--- src/hw/rtl/bol_pkg.sv ---
`default_nettype none

package bol_pkg;

    localparam int DEPTH_DEF = 16;
    localparam int DATA_W    = 32;
    localparam int CMD_W     = 4;
    localparam int POS_W     = 5;
    localparam int AMT_W     = 16;
    localparam int CNT_OUT_W = 5;

    localparam logic [CMD_W-1:0] CMD_INS_FRONT = 4'd0;
    localparam logic [CMD_W-1:0] CMD_INS_END   = 4'd1;
    localparam logic [CMD_W-1:0] CMD_INS_POS   = 4'd2;
    localparam logic [CMD_W-1:0] CMD_DEL_FRONT = 4'd3;
    localparam logic [CMD_W-1:0] CMD_DEL_END   = 4'd4;
    localparam logic [CMD_W-1:0] CMD_DEL_POS   = 4'd5;
    localparam logic [CMD_W-1:0] CMD_SEARCH    = 4'd6;
    localparam logic [CMD_W-1:0] CMD_ROTATE    = 4'd7;
    localparam logic [CMD_W-1:0] CMD_DUMP      = 4'd8;

    typedef enum logic [2:0] {
        ST_OK       = 3'd0,
        ST_FULL     = 3'd1,
        ST_EMPTY    = 3'd2,
        ST_INVALID  = 3'd3,
        ST_NOTFOUND = 3'd4
    } status_t;

    typedef enum logic [2:0] {
        S_IDLE,
        S_MOD,
        S_COPY,
        S_FIX,
        S_SEARCH,
        S_DUMP_RD,
        S_DUMP_WAIT,
        S_RESP
    } state_t;

    typedef struct packed {
        logic [CMD_W-1:0]         cmd;
        logic signed [DATA_W-1:0] data_value;
        logic [POS_W-1:0]         position;
        logic [AMT_W-1:0]         rotate_amount;
    } bol_req_t;

    typedef struct packed {
        logic [2:0]               status;
        logic [POS_W-1:0]         found_position;
        logic signed [DATA_W-1:0] element_value;
        logic [CNT_OUT_W-1:0]     element_count;
        logic                     last_of_run;
    } bol_rsp_t;

endpackage

`default_nettype wire

--- src/hw/rtl/bol_mem.sv ---
`default_nettype none

module bol_mem #(
    parameter int DEPTH = bol_pkg::DEPTH_DEF,
    parameter int AW    = 4
) (
    input  logic                      clk,
    input  logic                      wr_en,
    input  logic [AW-1:0]             wr_addr,
    input  logic [bol_pkg::DATA_W-1:0] wr_data,
    input  logic                      rd_en,
    input  logic [AW-1:0]             rd_addr,
    output logic [bol_pkg::DATA_W-1:0] rd_data
);

    logic [bol_pkg::DATA_W-1:0] mem [DEPTH];
    logic [bol_pkg::DATA_W-1:0] rd_data_reg;

    always_ff @(posedge clk)
    begin
        if (wr_en)
        begin
            mem[wr_addr] <= wr_data;
        end
        if (rd_en)
        begin
            rd_data_reg <= mem[rd_addr];
        end
    end

    assign rd_data = rd_data_reg;

endmodule

`default_nettype wire

--- src/hw/rtl/bol_mod.sv ---
`default_nettype none

module bol_mod #(
    parameter int CW = 5
) (
    input  logic                      clk,
    input  logic                      rst_n,
    input  logic                      start,
    input  logic [bol_pkg::AMT_W-1:0] dividend,
    input  logic [CW-1:0]             divisor,
    output logic                      done,
    output logic [CW-1:0]             rem
);

    localparam int DW = bol_pkg::AMT_W;
    localparam int NW = $clog2(DW + 1);

    logic          busy_reg;
    logic [NW-1:0] cnt_reg;
    logic [DW-1:0] sh_reg;
    logic [CW-1:0] rem_reg;
    logic [CW:0]   trial;
    logic          ge;

    // restoring remainder, one dividend bit a cycle
    assign trial = {rem_reg, sh_reg[DW-1]};
    assign ge    = (trial >= (CW+1)'(divisor));

    always_ff @(posedge clk or negedge rst_n)
    begin
        if (!rst_n)
        begin
            busy_reg <= 1'b0;
            cnt_reg  <= '0;
        end
        else if (start)
        begin
            busy_reg <= 1'b1;
            cnt_reg  <= NW'(DW);
        end
        else if (busy_reg)
        begin
            if (cnt_reg != '0)
            begin
                cnt_reg <= cnt_reg - NW'(1);
            end
            else
            begin
                busy_reg <= 1'b0;
            end
        end
    end

    always_ff @(posedge clk)
    begin
        if (start)
        begin
            sh_reg  <= dividend;
            rem_reg <= '0;
        end
        else if (busy_reg && (cnt_reg != '0))
        begin
            sh_reg  <= {sh_reg[DW-2:0], 1'b0};
            rem_reg <= ge ? CW'(trial - (CW+1)'(divisor)) : CW'(trial);
        end
    end

    assign done = busy_reg && (cnt_reg == '0);
    assign rem  = rem_reg;

endmodule

`default_nettype wire

--- src/hw/rtl/bounded_ordered_list.sv ---
`default_nettype none

// Bounded ordered list of up to DEPTH signed 32-bit words, held as a circular
// buffer in one single-port-read, single-port-write RAM with a head pointer.
// A command is taken only while the sequencer is idle; each gives one response
// word, except a dump of a non-empty list, which gives one word per entry with
// last_of_run on the final one. A command that fails its checks goes straight
// to the response. Positional insert and delete move entries through the RAM
// one per cycle. Search reads one entry a cycle from the head until a match or
// the end of the list. Rotate runs a bit-serial remainder of the amount by the
// entry count, then moves k entries one per cycle, k being that remainder. Dump
// reads each entry through the RAM's registered read and waits on the response
// side before the next read. The response register lets a finished word wait
// while the next command is already being worked on.
module bounded_ordered_list #(
    parameter int DEPTH = bol_pkg::DEPTH_DEF
) (
    input  logic              clk,
    input  logic              rst_n,
    input  logic              req_valid,
    output logic              req_ready,
    input  bol_pkg::bol_req_t req,
    output logic              rsp_valid,
    input  logic              rsp_ready,
    output bol_pkg::bol_rsp_t rsp
);

    localparam int AW = (DEPTH > 1) ? $clog2(DEPTH) : 1;
    localparam int CW = $clog2(DEPTH + 1);
    localparam int SW = CW + 1;
    localparam int XW = SW + 1;
    localparam int LW = (SW > bol_pkg::POS_W) ? SW : bol_pkg::POS_W;
    localparam logic [AW-1:0] LAST_ADDR = AW'(DEPTH - 1);
    localparam logic [CW-1:0] FULL_CNT  = CW'(DEPTH);

    function automatic logic [AW-1:0] wrap_add(input logic [AW-1:0] base,
                                               input logic [SW-1:0] off);
        logic [XW-1:0] s;
        s = XW'(base) + XW'(off);
        if (s >= XW'(DEPTH))
        begin
            s = s - XW'(DEPTH);
        end
        return s[AW-1:0];
    endfunction

    function automatic logic [AW-1:0] ptr_inc(input logic [AW-1:0] p);
        return (p == LAST_ADDR) ? '0 : p + AW'(1);
    endfunction

    function automatic logic [AW-1:0] ptr_dec(input logic [AW-1:0] p);
        return (p == '0) ? LAST_ADDR : p - AW'(1);
    endfunction

    bol_pkg::state_t  state_reg, state_next;
    logic [AW-1:0]    head_reg, head_next;
    logic [CW-1:0]    count_reg, count_next;
    logic [bol_pkg::CMD_W-1:0]  op_reg, op_next;
    logic [bol_pkg::DATA_W-1:0] val_reg, val_next;
    logic [SW-1:0]    idx_reg, idx_next;
    logic [AW-1:0]    src_ptr_reg, src_ptr_next;
    logic [AW-1:0]    dst_ptr_reg, dst_ptr_next;
    logic [AW-1:0]    pend_dst_reg, pend_dst_next;
    logic             up_reg, up_next;
    logic [CW-1:0]    left_reg, left_next;
    logic             wr_pend_reg, wr_pend_next;
    logic             chk_reg, chk_next;
    logic [CW-1:0]    rd_cnt_reg, rd_cnt_next;
    bol_pkg::status_t status_reg, status_next;
    logic [bol_pkg::POS_W-1:0] fpos_reg, fpos_next;
    logic             rsp_valid_reg, rsp_valid_next;
    bol_pkg::bol_rsp_t rsp_reg, rsp_next;

    logic                       mem_wr_en;
    logic [AW-1:0]              mem_wr_addr;
    logic [bol_pkg::DATA_W-1:0] mem_wr_data;
    logic                       mem_rd_en;
    logic [AW-1:0]              mem_rd_addr;
    logic [bol_pkg::DATA_W-1:0] mem_rd_data;

    logic          mod_start;
    logic          mod_done;
    logic [CW-1:0] mod_rem;

    logic          accept;
    logic          rsp_free;
    logic          full;
    logic          empty;
    logic [LW-1:0] pos_w;
    logic [LW-1:0] cnt_w;
    logic [SW-1:0] idx_s;
    logic [AW-1:0] tail_phys;
    logic [AW-1:0] idx_phys;
    logic [AW-1:0] fix_phys;

    bol_mem #(
        .DEPTH (DEPTH),
        .AW    (AW)
    ) u_mem (
        .clk     (clk),
        .wr_en   (mem_wr_en),
        .wr_addr (mem_wr_addr),
        .wr_data (mem_wr_data),
        .rd_en   (mem_rd_en),
        .rd_addr (mem_rd_addr),
        .rd_data (mem_rd_data)
    );

    bol_mod #(
        .CW (CW)
    ) u_mod (
        .clk      (clk),
        .rst_n    (rst_n),
        .start    (mod_start),
        .dividend (req.rotate_amount),
        .divisor  (count_reg),
        .done     (mod_done),
        .rem      (mod_rem)
    );

    assign req_ready = (state_reg == bol_pkg::S_IDLE);
    assign accept    = req_valid && req_ready;
    assign rsp_free  = !rsp_valid_reg || rsp_ready;
    assign full      = (count_reg == FULL_CNT);
    assign empty     = (count_reg == '0);
    assign pos_w     = LW'(req.position);
    assign cnt_w     = LW'(count_reg);
    assign idx_s     = SW'(pos_w - LW'(1));
    assign tail_phys = wrap_add(head_reg, SW'(count_reg));
    assign idx_phys  = wrap_add(head_reg, idx_s);
    assign fix_phys  = wrap_add(head_reg, idx_reg);

    always_comb
    begin
        state_next    = state_reg;
        head_next     = head_reg;
        count_next    = count_reg;
        op_next       = op_reg;
        val_next      = val_reg;
        idx_next      = idx_reg;
        src_ptr_next  = src_ptr_reg;
        dst_ptr_next  = dst_ptr_reg;
        pend_dst_next = pend_dst_reg;
        up_next       = up_reg;
        left_next     = left_reg;
        wr_pend_next  = wr_pend_reg;
        chk_next      = chk_reg;
        rd_cnt_next   = rd_cnt_reg;
        status_next   = status_reg;
        fpos_next     = fpos_reg;
        rsp_valid_next = rsp_valid_reg && !rsp_ready;
        rsp_next      = rsp_reg;
        mem_wr_en     = 1'b0;
        mem_wr_addr   = pend_dst_reg;
        mem_wr_data   = mem_rd_data;
        mem_rd_en     = 1'b0;
        mem_rd_addr   = src_ptr_reg;
        mod_start     = 1'b0;

        case (state_reg)
            bol_pkg::S_IDLE:
            begin
                if (accept)
                begin
                    op_next      = req.cmd;
                    val_next     = req.data_value;
                    idx_next     = idx_s;
                    fpos_next    = '0;
                    status_next  = bol_pkg::ST_OK;
                    left_next    = '0;
                    wr_pend_next = 1'b0;
                    chk_next     = 1'b0;
                    rd_cnt_next  = '0;
                    state_next   = bol_pkg::S_RESP;
                    case (req.cmd)
                        bol_pkg::CMD_INS_FRONT,
                        bol_pkg::CMD_INS_END:
                        begin
                            if (full)
                            begin
                                status_next = bol_pkg::ST_FULL;
                            end
                            else
                            begin
                                state_next = bol_pkg::S_FIX;
                            end
                        end
                        bol_pkg::CMD_INS_POS:
                        begin
                            if (full || (pos_w == '0) || (pos_w > cnt_w + LW'(1)))
                            begin
                                status_next = bol_pkg::ST_INVALID;
                            end
                            else
                            begin
                                // open the gap from the tail downwards
                                left_next    = CW'(SW'(count_reg) - idx_s);
                                dst_ptr_next = tail_phys;
                                src_ptr_next = ptr_dec(tail_phys);
                                up_next      = 1'b0;
                                state_next   = bol_pkg::S_COPY;
                            end
                        end
                        bol_pkg::CMD_DEL_FRONT,
                        bol_pkg::CMD_DEL_END:
                        begin
                            if (empty)
                            begin
                                status_next = bol_pkg::ST_EMPTY;
                            end
                            else
                            begin
                                state_next = bol_pkg::S_FIX;
                            end
                        end
                        bol_pkg::CMD_DEL_POS:
                        begin
                            if (empty || (pos_w == '0) || (pos_w > cnt_w))
                            begin
                                status_next = bol_pkg::ST_INVALID;
                            end
                            else
                            begin
                                left_next    = CW'(SW'(count_reg) - idx_s - SW'(1));
                                dst_ptr_next = idx_phys;
                                src_ptr_next = ptr_inc(idx_phys);
                                up_next      = 1'b1;
                                state_next   = bol_pkg::S_COPY;
                            end
                        end
                        bol_pkg::CMD_SEARCH:
                        begin
                            if (empty)
                            begin
                                status_next = bol_pkg::ST_EMPTY;
                            end
                            else
                            begin
                                src_ptr_next = head_reg;
                                left_next    = count_reg;
                                state_next   = bol_pkg::S_SEARCH;
                            end
                        end
                        bol_pkg::CMD_ROTATE:
                        begin
                            if (empty)
                            begin
                                status_next = bol_pkg::ST_EMPTY;
                            end
                            else
                            begin
                                mod_start  = 1'b1;
                                state_next = bol_pkg::S_MOD;
                            end
                        end
                        bol_pkg::CMD_DUMP:
                        begin
                            if (empty)
                            begin
                                status_next = bol_pkg::ST_EMPTY;
                            end
                            else
                            begin
                                src_ptr_next = head_reg;
                                state_next   = bol_pkg::S_DUMP_RD;
                            end
                        end
                        default:
                        begin
                            status_next = bol_pkg::ST_INVALID;
                        end
                    endcase
                end
            end

            bol_pkg::S_MOD:
            begin
                if (mod_done)
                begin
                    // rotate right by k: move the last k words in front of the head
                    left_next    = mod_rem;
                    src_ptr_next = ptr_dec(tail_phys);
                    dst_ptr_next = ptr_dec(head_reg);
                    up_next      = 1'b0;
                    state_next   = bol_pkg::S_COPY;
                end
            end

            bol_pkg::S_COPY:
            begin
                // read one word a cycle, write it back the cycle after
                if (wr_pend_reg)
                begin
                    mem_wr_en = 1'b1;
                end
                if (left_reg != '0)
                begin
                    mem_rd_en     = 1'b1;
                    pend_dst_next = dst_ptr_reg;
                    wr_pend_next  = 1'b1;
                    src_ptr_next  = up_reg ? ptr_inc(src_ptr_reg) : ptr_dec(src_ptr_reg);
                    dst_ptr_next  = up_reg ? ptr_inc(dst_ptr_reg) : ptr_dec(dst_ptr_reg);
                    left_next     = left_reg - CW'(1);
                end
                else
                begin
                    wr_pend_next = 1'b0;
                    if (!wr_pend_reg)
                    begin
                        state_next = bol_pkg::S_FIX;
                    end
                end
            end

            bol_pkg::S_FIX:
            begin
                mem_wr_data = val_reg;
                status_next = bol_pkg::ST_OK;
                state_next  = bol_pkg::S_RESP;
                case (op_reg)
                    bol_pkg::CMD_INS_FRONT:
                    begin
                        head_next   = ptr_dec(head_reg);
                        mem_wr_en   = 1'b1;
                        mem_wr_addr = ptr_dec(head_reg);
                        count_next  = count_reg + CW'(1);
                    end
                    bol_pkg::CMD_INS_END:
                    begin
                        mem_wr_en   = 1'b1;
                        mem_wr_addr = tail_phys;
                        count_next  = count_reg + CW'(1);
                    end
                    bol_pkg::CMD_INS_POS:
                    begin
                        mem_wr_en   = 1'b1;
                        mem_wr_addr = fix_phys;
                        count_next  = count_reg + CW'(1);
                    end
                    bol_pkg::CMD_DEL_FRONT:
                    begin
                        head_next  = ptr_inc(head_reg);
                        count_next = count_reg - CW'(1);
                    end
                    bol_pkg::CMD_DEL_END,
                    bol_pkg::CMD_DEL_POS:
                    begin
                        count_next = count_reg - CW'(1);
                    end
                    bol_pkg::CMD_ROTATE:
                    begin
                        head_next = ptr_inc(dst_ptr_reg);
                    end
                    default:
                    begin
                        head_next = head_reg;
                    end
                endcase
            end

            bol_pkg::S_SEARCH:
            begin
                if (chk_reg && (mem_rd_data == val_reg))
                begin
                    // rd_cnt counts reads issued, so it is the 1-based match position
                    status_next = bol_pkg::ST_OK;
                    fpos_next   = bol_pkg::POS_W'(rd_cnt_reg);
                    chk_next    = 1'b0;
                    state_next  = bol_pkg::S_RESP;
                end
                else if (left_reg != '0)
                begin
                    mem_rd_en    = 1'b1;
                    chk_next     = 1'b1;
                    src_ptr_next = ptr_inc(src_ptr_reg);
                    left_next    = left_reg - CW'(1);
                    rd_cnt_next  = rd_cnt_reg + CW'(1);
                end
                else
                begin
                    status_next = bol_pkg::ST_NOTFOUND;
                    fpos_next   = '0;
                    chk_next    = 1'b0;
                    state_next  = bol_pkg::S_RESP;
                end
            end

            bol_pkg::S_DUMP_RD:
            begin
                mem_rd_en    = 1'b1;
                src_ptr_next = ptr_inc(src_ptr_reg);
                rd_cnt_next  = rd_cnt_reg + CW'(1);
                state_next   = bol_pkg::S_DUMP_WAIT;
            end

            bol_pkg::S_DUMP_WAIT:
            begin
                if (rsp_free)
                begin
                    rsp_valid_next         = 1'b1;
                    rsp_next.status        = bol_pkg::ST_OK;
                    rsp_next.found_position = '0;
                    rsp_next.element_value = mem_rd_data;
                    rsp_next.element_count = bol_pkg::CNT_OUT_W'(count_reg);
                    rsp_next.last_of_run   = (rd_cnt_reg == count_reg);
                    state_next = (rd_cnt_reg == count_reg) ? bol_pkg::S_IDLE
                                                           : bol_pkg::S_DUMP_RD;
                end
            end

            bol_pkg::S_RESP:
            begin
                if (rsp_free)
                begin
                    rsp_valid_next         = 1'b1;
                    rsp_next.status        = status_reg;
                    rsp_next.found_position = fpos_reg;
                    rsp_next.element_value = '0;
                    rsp_next.element_count = bol_pkg::CNT_OUT_W'(count_reg);
                    rsp_next.last_of_run   = 1'b1;
                    state_next = bol_pkg::S_IDLE;
                end
            end

            default:
            begin
                state_next = bol_pkg::S_IDLE;
            end
        endcase
    end

    always_ff @(posedge clk or negedge rst_n)
    begin
        if (!rst_n)
        begin
            state_reg     <= bol_pkg::S_IDLE;
            head_reg      <= '0;
            count_reg     <= '0;
            wr_pend_reg   <= 1'b0;
            chk_reg       <= 1'b0;
            rsp_valid_reg <= 1'b0;
        end
        else
        begin
            state_reg     <= state_next;
            head_reg      <= head_next;
            count_reg     <= count_next;
            wr_pend_reg   <= wr_pend_next;
            chk_reg       <= chk_next;
            rsp_valid_reg <= rsp_valid_next;
        end
    end

    always_ff @(posedge clk)
    begin
        op_reg       <= op_next;
        val_reg      <= val_next;
        idx_reg      <= idx_next;
        src_ptr_reg  <= src_ptr_next;
        dst_ptr_reg  <= dst_ptr_next;
        pend_dst_reg <= pend_dst_next;
        up_reg       <= up_next;
        left_reg     <= left_next;
        rd_cnt_reg   <= rd_cnt_next;
        status_reg   <= status_next;
        fpos_reg     <= fpos_next;
        rsp_reg      <= rsp_next;
    end

    assign rsp_valid = rsp_valid_reg;
    assign rsp       = rsp_reg;

endmodule

`default_nettype wire

--- config.mk ---
export PLATFORM = sky130hd
export DESIGN_NAME = bounded_ordered_list
export DESIGN_NICKNAME = d
export VERILOG_FILES = /design/src/hw/rtl/bol_pkg.sv /design/src/hw/rtl/bol_mem.sv /design/src/hw/rtl/bol_mod.sv /design/src/hw/rtl/bounded_ordered_list.sv
export SDC_FILE = /design/constraint.sdc
export NUM_CORES = 1
export LEC_CHECK = 0
export ABC_AREA = 1
export BUFFER_PORTS_ARGS = -buffer_cell sky130_fd_sc_hd__buf_2
export CORE_AREA = 2 2 275 277
export CTS_CLUSTER_SIZE = 20
export DETAILED_ROUTE_END_ITERATION = 7
export DIE_AREA = 0 0 277 279
export GPL_ROUTABILITY_DRIVEN = 1
export MAX_ROUTING_LAYER = met4
export PLACE_DENSITY = 0.59
export SETUP_SLACK_MARGIN = 0.02
export SLEW_MARGIN = 10
export SYNTH_ARGS = -nofsm -noshare
export SYNTH_HDL_FRONTEND = slang
export SYNTH_HIERARCHICAL = 1
export SYNTH_SLANG_ARGS = --single-unit
--- constraint.sdc ---
create_clock -name clk -period 4.95 [get_ports clk]
set_clock_uncertainty 0.05 [all_clocks]
set_input_delay 0.495 -clock clk [delete_from_list [all_inputs] [get_ports clk]]
set_output_delay 0.495 -clock clk [all_outputs]
set_load 0.02 [all_outputs]
# Word level (Yosys, flattened, before mapping)
# Memories as Yosys holds them, arrays and structs flattened. A register that Yosys moved wholly into a read port is not among the register bits.
# Index checks and enable logic that the tools add are counted.
# totals
reg_bits,161
ramBits,512
inputBits,61
output_inout_bits,48
elab_cells,274
n_memories,1
# classes
addsub,24
n_lt_le_gt_ge,6
eq_ne,43
muxes,113
n_reduce_logical,61
# mem_list
memory,depth,word_bits,read_ports,rd_ports_with_merged_regs,write_ports,line_no,rtl
u_mem.mem,16,32,1,1,1,bol_mem.sv:16,logic [bol_pkg::DATA_W-1:0] mem [DEPTH];
# ops
operator,n
2-to-1 mux 4 bit,27
2-to-1 mux 46 bit,2
one-hot mux 46 bit (2 select lines),1
2-to-1 mux 5 bit,16
2-to-1 mux 3 bit,17
one-hot mux 4 bit (3 select lines),4
== test 32 bit,1
2-to-1 mux 16 bit,2
2-to-1 mux 32 bit,1
one-hot mux 5 bit (3 select lines),2
== test 4 x 3 -> 1 bit (second input constant),7
subtractor 4 x 1 -> 4 bit (second input constant),7
logical NOT 4 bit,6
one-hot mux 3 bit (8 select lines),1
2-to-1 mux 1 bit,21
one-hot mux 3 bit (7 select lines),1
== test 4 bit (second input constant),5
one-hot mux 4 bit (5 select lines),1
one-hot mux 5 bit (2 select lines),2
one-hot mux 5 bit (4 select lines),1
subtractor 5 x 1 -> 5 bit (second input constant),4
adder 4 x 1 -> 4 bit (second input constant),4
== test 4 x 2 -> 1 bit (second input constant),4
!= test 2 bit (second input constant),8
other kinds (46),102

# Depth between registers and ports, before layout
# Gate-level depths: netlist (run 1).
# depth
ltp_word,10
mapped_depth,18
ltp_nobuf,18

# Cells and area by module
# Netlist (run 1), hierarchy kept.
# modules_own_cells
module,instances,cells_each,area_per_inst_um2,seq_area_each_um2
bol_mem,1,2120,23050.9,16335.7
bounded_ordered_list,1,1092,8723.4,3888.7
bol_mod,1,173,1477.7,730.7

# Least setup slack after synthesis (run 1)
# OpenSTA, ideal clock, no wires.
# synth_timing
path_type,register to register
start,register count_reg[0]
end,memory u_mem/mem[10][0] (netlist bit) (enable)
setup_ns,0.421
arrival_ns,3.398
required_time_ns,4.479
setup_slack_ns,1.081
stages_incl_launch_ff,9
n_path_buf,0
synth_period_minus_slack_ns,3.869
cell_sequence,dfrtp_1 ha_1 fa_1 xnor2_1 inv_1 a21oi_1 a32oi_1 nand3b_1 nor2_1
# synth_via
elab_chain_len,5
elab_cells_between_ends,6
classes_between,2 x add/sub; 1 x order compare; 3 x mux
# synth_lines
element,line_no,rtl
start: declaration,bounded_ordered_list.sv:57,"logic [CW-1:0] count_reg, count_next;"
start signal: assignment,bounded_ordered_list.sv:447,count_reg <= count_next;
adder 4 x 5 -> 6 bit (*),bounded_ordered_list.sv:39,s = XW'(base) + XW'(off);
>= comparator 6 x 5 -> 1 bit / subtractor 4 x 1 -> 4 bit (equally long branches),"bounded_ordered_list.sv:40, bounded_ordered_list.sv:42",
2-to-1 mux 4 bit (*),bounded_ordered_list.sv:40,if (s >= XW'(DEPTH))
one-hot mux 4 bit (3 select lines) (*),bounded_ordered_list.sv:320,case (op_reg)
2-to-1 mux 4 bit (*),bounded_ordered_list.sv:160,case (state_reg)
net mem_wr_addr[2],bounded_ordered_list.sv:75,logic [AW-1:0] mem_wr_addr;
end: declaration,bol_mem.sv:16,
# Mark *: on every way through the listed nets, which the timed path passes. The rest lies on a longest branch.

# Final worst setup path (run 1)
# layout_timing
start,register head_reg[0]
end,memory u_mem/mem[8][27] (netlist bit) (enable)
# layout_via
elab_chain_len,5
elab_cells_between_ends,13
classes_between,5 x add/sub; 2 x order compare; 5 x mux; 1 x reduce/logical
# layout_lines
element,line_no,rtl
start: declaration,bounded_ordered_list.sv:56,"logic [AW-1:0] head_reg, head_next;"
start signal: assignment,bounded_ordered_list.sv:446,head_reg <= head_next;
adder 4 x 6 -> 7 bit / adder 4 x 5 -> 6 bit (equally long branches),bounded_ordered_list.sv:39,
">= comparator 7 x 5 -> 1 bit, or another cell as far along",bounded_ordered_list.sv:40,
2-to-1 mux 4 bit,bounded_ordered_list.sv:40,
one-hot mux 4 bit (3 select lines) (*),bounded_ordered_list.sv:320,
2-to-1 mux 4 bit (*),bounded_ordered_list.sv:160,
net mem_wr_addr[2],bounded_ordered_list.sv:75,
# Marks and branches as above.

==> impl_results.md, run 1 <==
- Critical Path Start Type: register
- Post-synth top area share: 0.611
- Fraction of the mapped netlist area in adder cells: 0.0207
- Core Footprint: 74,100 um^2
- Mean instance size in the synthesized netlist: 9.82 um^2
- Fmax: 0.254 GHz
- Fraction of final layout cells with drive strength greater than 1: 0.104
- Unrepaired setup endpoints after global routing: no
- Number of global-route vias before repair: 22.0k
- Global-route wire length before repair: 130,000 um
- Total number of vias: 23.0k
- Ys async rst share: 0.0299
- Instance count along the most critical hold path: 2
- Initial core utilization: 0.449
- Antenna cells: 0
- Maximum clock path buffer count: 3
- TritonCTS clock tree: yes
- Final count of hold timing violations: 0
- Post-synthesis sequential area ratio: 0.630
- Power Density: 649 nW/um^2
- Synth warn: 6
- Pin count of the biggest net entering global routing: 189
- Hold Path Origin: rsp_ready
- Largest family of logic cells by synthesized area: simple AND/OR/NAND/NOR gates
- Clock buffer count from CTS: 79
- Max_cap viols: 0
- Number of detailed-route iterations in the first pass: 7
- Final number of setup-violating endpoints: 0
- Worst EP arrival: 4.19 ns
- DRC: 0
- GR Util All Layers: 0.227
- Number of routed nets with antenna violations: 0
- Flip-flop and latch count after synthesis: 703
- Final critical delay including setup and external delays: 3.94 ns
- Worst R2R Start: head_reg[0]
- Xor and xnor area share after synthesis: 0.0105
- Relative slew slack: 0.203
- Basic-gate share of the synthesized area counting and, or, nand and nor cells: 0.218
- Aggregate routed wire length: 85,100 um
- Max-slew violations: 0
- H-tree Lvls: 3
- Number of enable-type register cells in the synthesized netlist: 677
- Overall die width: 277 um
- Clock latency reported for the late side of the worst-skew pair: 0.63 ns
- Largest vdd supply drop: 0.000920 V
- Outcome: finished clean
- Number of antenna violations at the first check in global routing: 0
- Remaining Overflow, GRT: 0
- CP Capture Type: register
- Compound-Gate Fraction of Synth Area: 0.0242
- Hold endpoint: rsp_valid
- Max reg flops: 512
- Detailed placement HPWL: 52,400 um
- Ys flop type: sky130_fd_sc_hd__edfxtp_1
- Row count: 100
- Cells resized by post-CTS repair: 0
- Synth area leaders: sky130_fd_sc_hd__edfxtp_1, sky130_fd_sc_hd__nand2_1, sky130_fd_sc_hd__nand3_1, sky130_fd_sc_hd__inv_1, sky130_fd_sc_hd__ha_1
- GP Congestion: 0.902
- Critical path type: register to register
- Area added between synthesis and finish: 13.6%
- Summed instance area of the synthesized netlist: 33,300 um^2
- Per-cell via count in the routed design: 5.05
- Total I/O pin count: 109
- Fraction of synthesized area in multiplexers: 0.000301
- Max Fanout on Critical Path: 17
- Flop2flop setup slack: 1.01 ns
- Master cell of the clock root buffer: sky130_fd_sc_hd__clkbuf_16
- Depth of the most critical reg-to-reg path: 9
- Library cells used by synthesis: 58
- Final worst path period share: 0.796
- Type of the most critical hold path: input pin to register
- Synthesized Nets: 3,498
- Nets: 3,646
- Transition time of the tightest slew-check pin: 1.19 ns
- Drt first-iter violations: 1,932
- Post-Route Utilization: 0.510
- Leakage dissipation: 0.0165 uW
- Port-buffer cells: 108
- Setup Total Neg Slack: 0 ns
- Clock sink count: 703
- Die area: 77,300 um^2
- Clock-pin slew of the registers on the worst-case setup and hold paths: 0.06 ns
- Crit Reg-Reg Endpoint: u_mem/mem[8][27]
- WP data required: 5.20 ns
- Library cell with the largest summed area after synthesis: sky130_fd_sc_hd__edfxtp_1
- Post-route worst hold slack: 0.0460 ns
- Height of the die: 279 um
- Instance count of the mapped netlist: 3,385
- Routed wire per std cell: 18.7 um
-- Yosys cell counts (4+ instances only) --
| cell type | number |
|---|---|
| sky130_fd_sc_hd__dfxtp_1 | 5 |
| sky130_fd_sc_hd__o21ai_0 | 52 |
| sky130_fd_sc_hd__nor2_1 | 91 |
| sky130_fd_sc_hd__buf_4 | 14 |
| sky130_fd_sc_hd__nand3_1 | 466 |
| sky130_fd_sc_hd__fa_1 | 5 |
| sky130_fd_sc_hd__nand4_1 | 9 |
| sky130_fd_sc_hd__o211ai_1 | 6 |
| sky130_fd_sc_hd__a31oi_1 | 5 |
| sky130_fd_sc_hd__buf_6 | 31 |
| sky130_fd_sc_hd__buf_1 | 14 |
| sky130_fd_sc_hd__inv_1 | 595 |
| sky130_fd_sc_hd__nand2_2 | 11 |
| sky130_fd_sc_hd__nand2_1 | 1062 |
| sky130_fd_sc_hd__dfrtp_1 | 21 |
| sky130_fd_sc_hd__a21oi_1 | 36 |
| sky130_fd_sc_hd__nand3_2 | 4 |
| sky130_fd_sc_hd__ha_1 | 47 |
| sky130_fd_sc_hd__inv_2 | 27 |
| sky130_fd_sc_hd__xnor2_1 | 24 |
| sky130_fd_sc_hd__nor2_2 | 10 |
| sky130_fd_sc_hd__o21ai_1 | 9 |
| sky130_fd_sc_hd__nand3b_1 | 9 |
| sky130_fd_sc_hd__nor3_1 | 11 |
| sky130_fd_sc_hd__nor2_4 | 8 |
| sky130_fd_sc_hd__edfxtp_1 | 677 |
| sky130_fd_sc_hd__xor2_1 | 16 |
| sky130_fd_sc_hd__buf_2 | 48 |
| sky130_fd_sc_hd__clkbuf_1 | 22 |
-- metal layers --
| metal | routed length, um | global-route usage |
|---|---|---|
| met1 | 37600 | 0.297 |
| met2 | 40300 | 0.367 |
| met3 | 4880 | 0.0341 |
| met4 | 2340 | 0.0737 |
| met5 | 0 | - |
-- placed cells by master (no fill, tap or decap), drive strengths merged, types with 6 or more instances in the layout --
| cell | count |
|---|---|
| o211ai | 6 |
| nand4 | 11 |
| nor3 | 14 |
| o21ai | 64 |
| clkinv | 35 |
| a21oi | 36 |
| edfxtp | 677 |
| xnor2 | 24 |
| buf | 164 |
| xor2 | 16 |
| clkbuf | 99 |
| dfrtp | 21 |
| inv | 625 |
| nand3b | 9 |
| nor2 | 109 |
| nand2 | 1074 |
| ha | 47 |
| bufinv | 6 |
| nand3 | 471 |
| dlygate4sd3 | 33 |
-- through the flow --
step                area, um^2  power [uW]  setup WS, ns  std cells
floorplan                33300       15600          1.08       3385
CTS                      37700       24700          1.04       4563
global route             37800       26100         0.787       4564
finish                   37800       24500          1.01       4564
global placement         34900       18800          1.09       4387
detailed placement       34900       18900          1.05       4387
-- how the worst max path moves through the flow --
stage	start	endpoint	slack, ns	depth (start not counted)
finish	head_reg[0]	u_mem/mem[8][27]	1.01	9
global route	head_reg[0]	u_mem/mem[8][27]	0.79	9
CTS	head_reg[0]	u_mem/mem[8][27]	1.04	9
detailed placement	head_reg[0]	u_mem/mem[8][21]	1.05	9
global placement	head_reg[0]	u_mem/mem[9][21]	1.09	9
floorplan	count_reg[0]	u_mem/mem[10][0]	1.08	8
-- final cells by class --
cell class | count | area (um^2)
Inverter | 623 | 2350
Clock inverter | 44 | 418
Clock buffer | 99 | 2130
Multi-Input combinational cell | 1929 | 9280
Sequential cell | 703 | 21000
Fill cell | 6662 | 36300
Timing Repair Buffer | 197 | 1430
Tap cell | 969 | 1210
-- power by group --
part | switching [uW] | internal, uW
logic | 6990 | 2650
registers | 506 | 8630
clock network | 2370 | 3370
total | 9870 | 14700
-- worst max-delay path, cell delays in order, from the launching register on --
cell,delay (ns)
sky130_fd_sc_hd__dfrtp_1,0.49
sky130_fd_sc_hd__ha_1,0.28
sky130_fd_sc_hd__fa_1,0.38
sky130_fd_sc_hd__xnor2_1,0.44
sky130_fd_sc_hd__inv_1,0.14
sky130_fd_sc_hd__a21oi_1,0.16
sky130_fd_sc_hd__a32oi_1,0.21
sky130_fd_sc_hd__nand3b_1,0.44
sky130_fd_sc_hd__nor2_4,0.61
sky130_fd_sc_hd__buf_4,0.40
-- what timing repair did --
action,in CTS,in global routing
setup buffers,0,0
hold buffers,33,0
endpoints found under the hold margin,53,0
-- cell families after synthesis --
family / after synthesis
xor gates and xnor gates: 40
adders and majority gates: 52
buffers and inverters: 753
DFF: 703
and+or+nand+nor: 1698
muxes: 1
AOI/OAI and AO/OA: 138
(Power assumes the default switching activity.)
==> run 2, diff against run 1 <==
Settings changed: PLACE_DENSITY 0.59 to 0.61.
Clock period 4.95 ns to 3.4 ns, I/O delays scaled along.
==> run 2 against run 1 <==
- critical path depth unchanged
- critical path type unchanged
- largest cell class unchanged
- highest routed layer unchanged
- critical endpoint is now u_mem/mem[11][21]
- maximum frequency up 24%
- cell count up 0.72%
- die area unchanged
==> impl_results.md, run 2 (synthesized netlist as in run 1, its figures left out) <==
- Most common cell after layout, fill and taps aside: sky130_fd_sc_hd__nand2_1
- Critical path type: register to register
- Flop2flop setup slack: 0.23 ns (-0.78 ns)
- Power Density: 920 nW/um^2 (+42%)
- Clock-pin slew of the registers on the worst-case setup and hold paths: 0.06 ns (about the same)
- Drt first-iter violations: 1,929 (-0.16%)
- GP Congestion: 0.895 (-0.72%)
- Worst R2R Start: head_reg[0]
- Post-Route Utilization: 0.513 (+0.00284)
- Area after DPL: 35,200 um^2 (+0.87%)
- Type of the most critical hold path: input pin to register
- Overall die width: 277 um (unchanged)
- Crit path to: u_mem/mem[11][21]
- Remaining Overflow, GRT: 0 (unchanged)
- Height of the die: 279 um (unchanged)
- WP data required: 3.62 ns (-1.58 ns)
- Transition time of the tightest slew-check pin: 1.19 ns (+0.00258 ns)
- Max-slew violations: 0 (unchanged)
- Area added between synthesis and finish: 14.2%
- Final number of setup-violating endpoints: 0 (unchanged)
- Fraction of final layout cells with drive strength greater than 1: 0.107 (+0.00291)
- Power Total: 34,900 uW (+42%)
- Depth of the most critical reg-to-reg path: 9 (unchanged)
- Max_cap viols: 0 (unchanged)
- Max reg flops: 512 (unchanged)
- TritonCTS clock tree: yes
- Post CTS Setup Buffer Count: 0 (unchanged)
- Clock buffer count from CTS: 76 (-3.8%)
- H-tree Lvls: 3 (unchanged)
- Per-cell via count in the routed design: 4.98 (-1.3%)
- Largest vdd supply drop: 0.000652 V (-29%)
- Slowest cell delay on critical path: 0.48 ns (-0.13 ns)
- Detailed placement HPWL: 52,200 um (-0.56%)
- Die area: 77,300 um^2 (unchanged)
- Outcome: finished clean
- Final non-filler cell area: 38,000 um^2 (+0.56%)
- Max Fanout on Critical Path: 21 (+4)
- Total I/O pin count: 109 (unchanged)
- Final critical delay including setup and external delays: 3.17 ns (-0.769 ns)
- Row count: 100 (unchanged)
- Worst EP arrival: 3.39 ns (-0.80 ns)
- Initial core utilization: 0.449 (unchanged)
- Master cell of the clock root buffer: sky130_fd_sc_hd__clkbuf_16
- Core Footprint: 74,100 um^2 (unchanged)
- Fmax: 0.315 GHz (+24%)
- DRC: 0 (unchanged)
- Post-route worst hold slack: 0.168 ns (+0.122 ns)
- Maximum clock path buffer count: 3 (unchanged)
- Pin count of the biggest net entering global routing: 144 (-24%)
- Leakage dissipation: 0.0166 uW (+0.72%)
- Critical Path Start Type: register
- Total number of vias: 22.9k (-0.56%)
- Clock sink count: 703 (unchanged)
- Global-route wire length before repair: 129,000 um (-1.1%)
- Crit Reg-Reg Endpoint: u_mem/mem[11][21]
- Number of global-route vias before repair: 21.9k (-0.51%)
- Clock latency reported for the late side of the worst-skew pair: 0.63 ns (about the same)
- Series of cell instances along the critical path: ha_1 -> fa_1 -> xnor2_1 -> inv_1 -> a21oi_1 -> a32oi_1 -> nand3b_1 -> nor2_4 -> buf_4
- Number of detailed-route iterations in the first pass: 8 (+1)
- Top library cells by usage in the layout, fill and taps aside: sky130_fd_sc_hd__nand2_1, sky130_fd_sc_hd__edfxtp_1, sky130_fd_sc_hd__inv_1
- Setup Total Neg Slack: 0 ns (unchanged)
- Relative slew slack: 0.202 (-0.00173)
- Port-buffer cells: 108 (unchanged)
- Nets: 3,690 (+1.2%)
- Antenna cells: 0 (unchanged)
- GR Util All Layers: 0.224 (-0.00300)
- Unrepaired setup endpoints after global routing: no
- Aggregate routed wire length: 83,500 um (-1.9%)
- Number of routed nets with antenna violations: 0 (unchanged)
- Worst path slowest cell: sky130_fd_sc_hd__dfrtp_1
- Critical path startpoint: head_reg[0]
- Final worst path period share: 0.933 (+0.137)
- Final count of hold timing violations: 0 (unchanged)
- Number of antenna violations at the first check in global routing: 0 (unchanged)
- Routed wire per std cell: 18.2 um (-2.6%)
- CP Capture Type: register
-- run 2: cell count changes in the layout (fill, tap and decap cells not counted), moves of 3 or more --
cell / before / now
sky130_fd_sc_hd__buf_12: 11 / 19
sky130_fd_sc_hd__o21ai_2: 9 / 4
sky130_fd_sc_hd__bufinv_16: 6 / 3
sky130_fd_sc_hd__clkinv_2: 11 / 14
sky130_fd_sc_hd__buf_4: 45 / 63
sky130_fd_sc_hd__dlygate4sd3_1: 33 / 54
sky130_fd_sc_hd__clkbuf_16: 82 / 76
sky130_fd_sc_hd__clkinv_1: 20 / 13
sky130_fd_sc_hd__o21ai_0: 31 / 35
-- run 2: metal layers --
metal  part of all wire  global-route usage
met1               0.45               0.302
met5                  0                   -
met2               0.47               0.357
met4              0.022              0.0687
met3              0.052              0.0283
-- run 2: worst max-delay path: cells and delay by family, from the launching register on --
family / cells / cell delay, ns
AO/OA/AOI/OAI: 2 / 0.31
XOR/XNOR: 1 / 0.22
adder cells (fa/ha/maj): 2 / 0.65
buffers and inverters: 2 / 0.45
flip-flops: 1 / 0.48
AND/OR/NAND/NOR: 2 / 0.65
-- run 2: cell type report --
type | count | area (um^2)
Fill cell | 6654 | 36100
Sequential cell | 703 | 21000
Multi-Input combinational cell | 1929 | 9260
Inverter | 623 | 2350
Clock buffer | 94 | 1980
Timing Repair Buffer | 244 | 1930
Tap cell | 969 | 1210
Clock inverter | 35 | 289
-- run 2: through the flow --
stage,setup WS (ns),cells
2_1_floorplan,-0.469,3385
3_3_place_gp,0.231,4414
3_5_place_dp,0.220,4414
4_1_cts,0.227,4597
5_1_grt,0.0324,4597
6_report,0.228,4597
-- run 2: report_power, final --
part | internal, uW | leakage, uW | switching [uW]
Sequential | 12600 | 0.00645 | 779
Clock | 4360 | 0.00112 | 3330
Combinational | 4000 | 0.00905 | 9900
-- run 2: worst min-delay path by stage --
stage	startpoint	to	slack, ns	depth (start not counted)
after floorplan	rst_n	chk_reg	-0.006	0
after global placement	rst_n	rsp_valid	0.37	1
after detailed placement	rst_n	rsp_valid	0.35	1
after CTS	req[16]	idx_reg[0]	0.13	3
after global routing	req[16]	idx_reg[0]	0.16	3
final	req[16]	idx_reg[0]	0.17	3
-- run 2: timing repair --
| action | 4_1_cts | 5_1_grt |
|---|---|---|
| hold endpoints to repair | 74 | 0 |
| resized for setup | 0 | 1 |
| hold buffers | 54 | 0 |
| setup endpoints to repair | 0 | 15 |
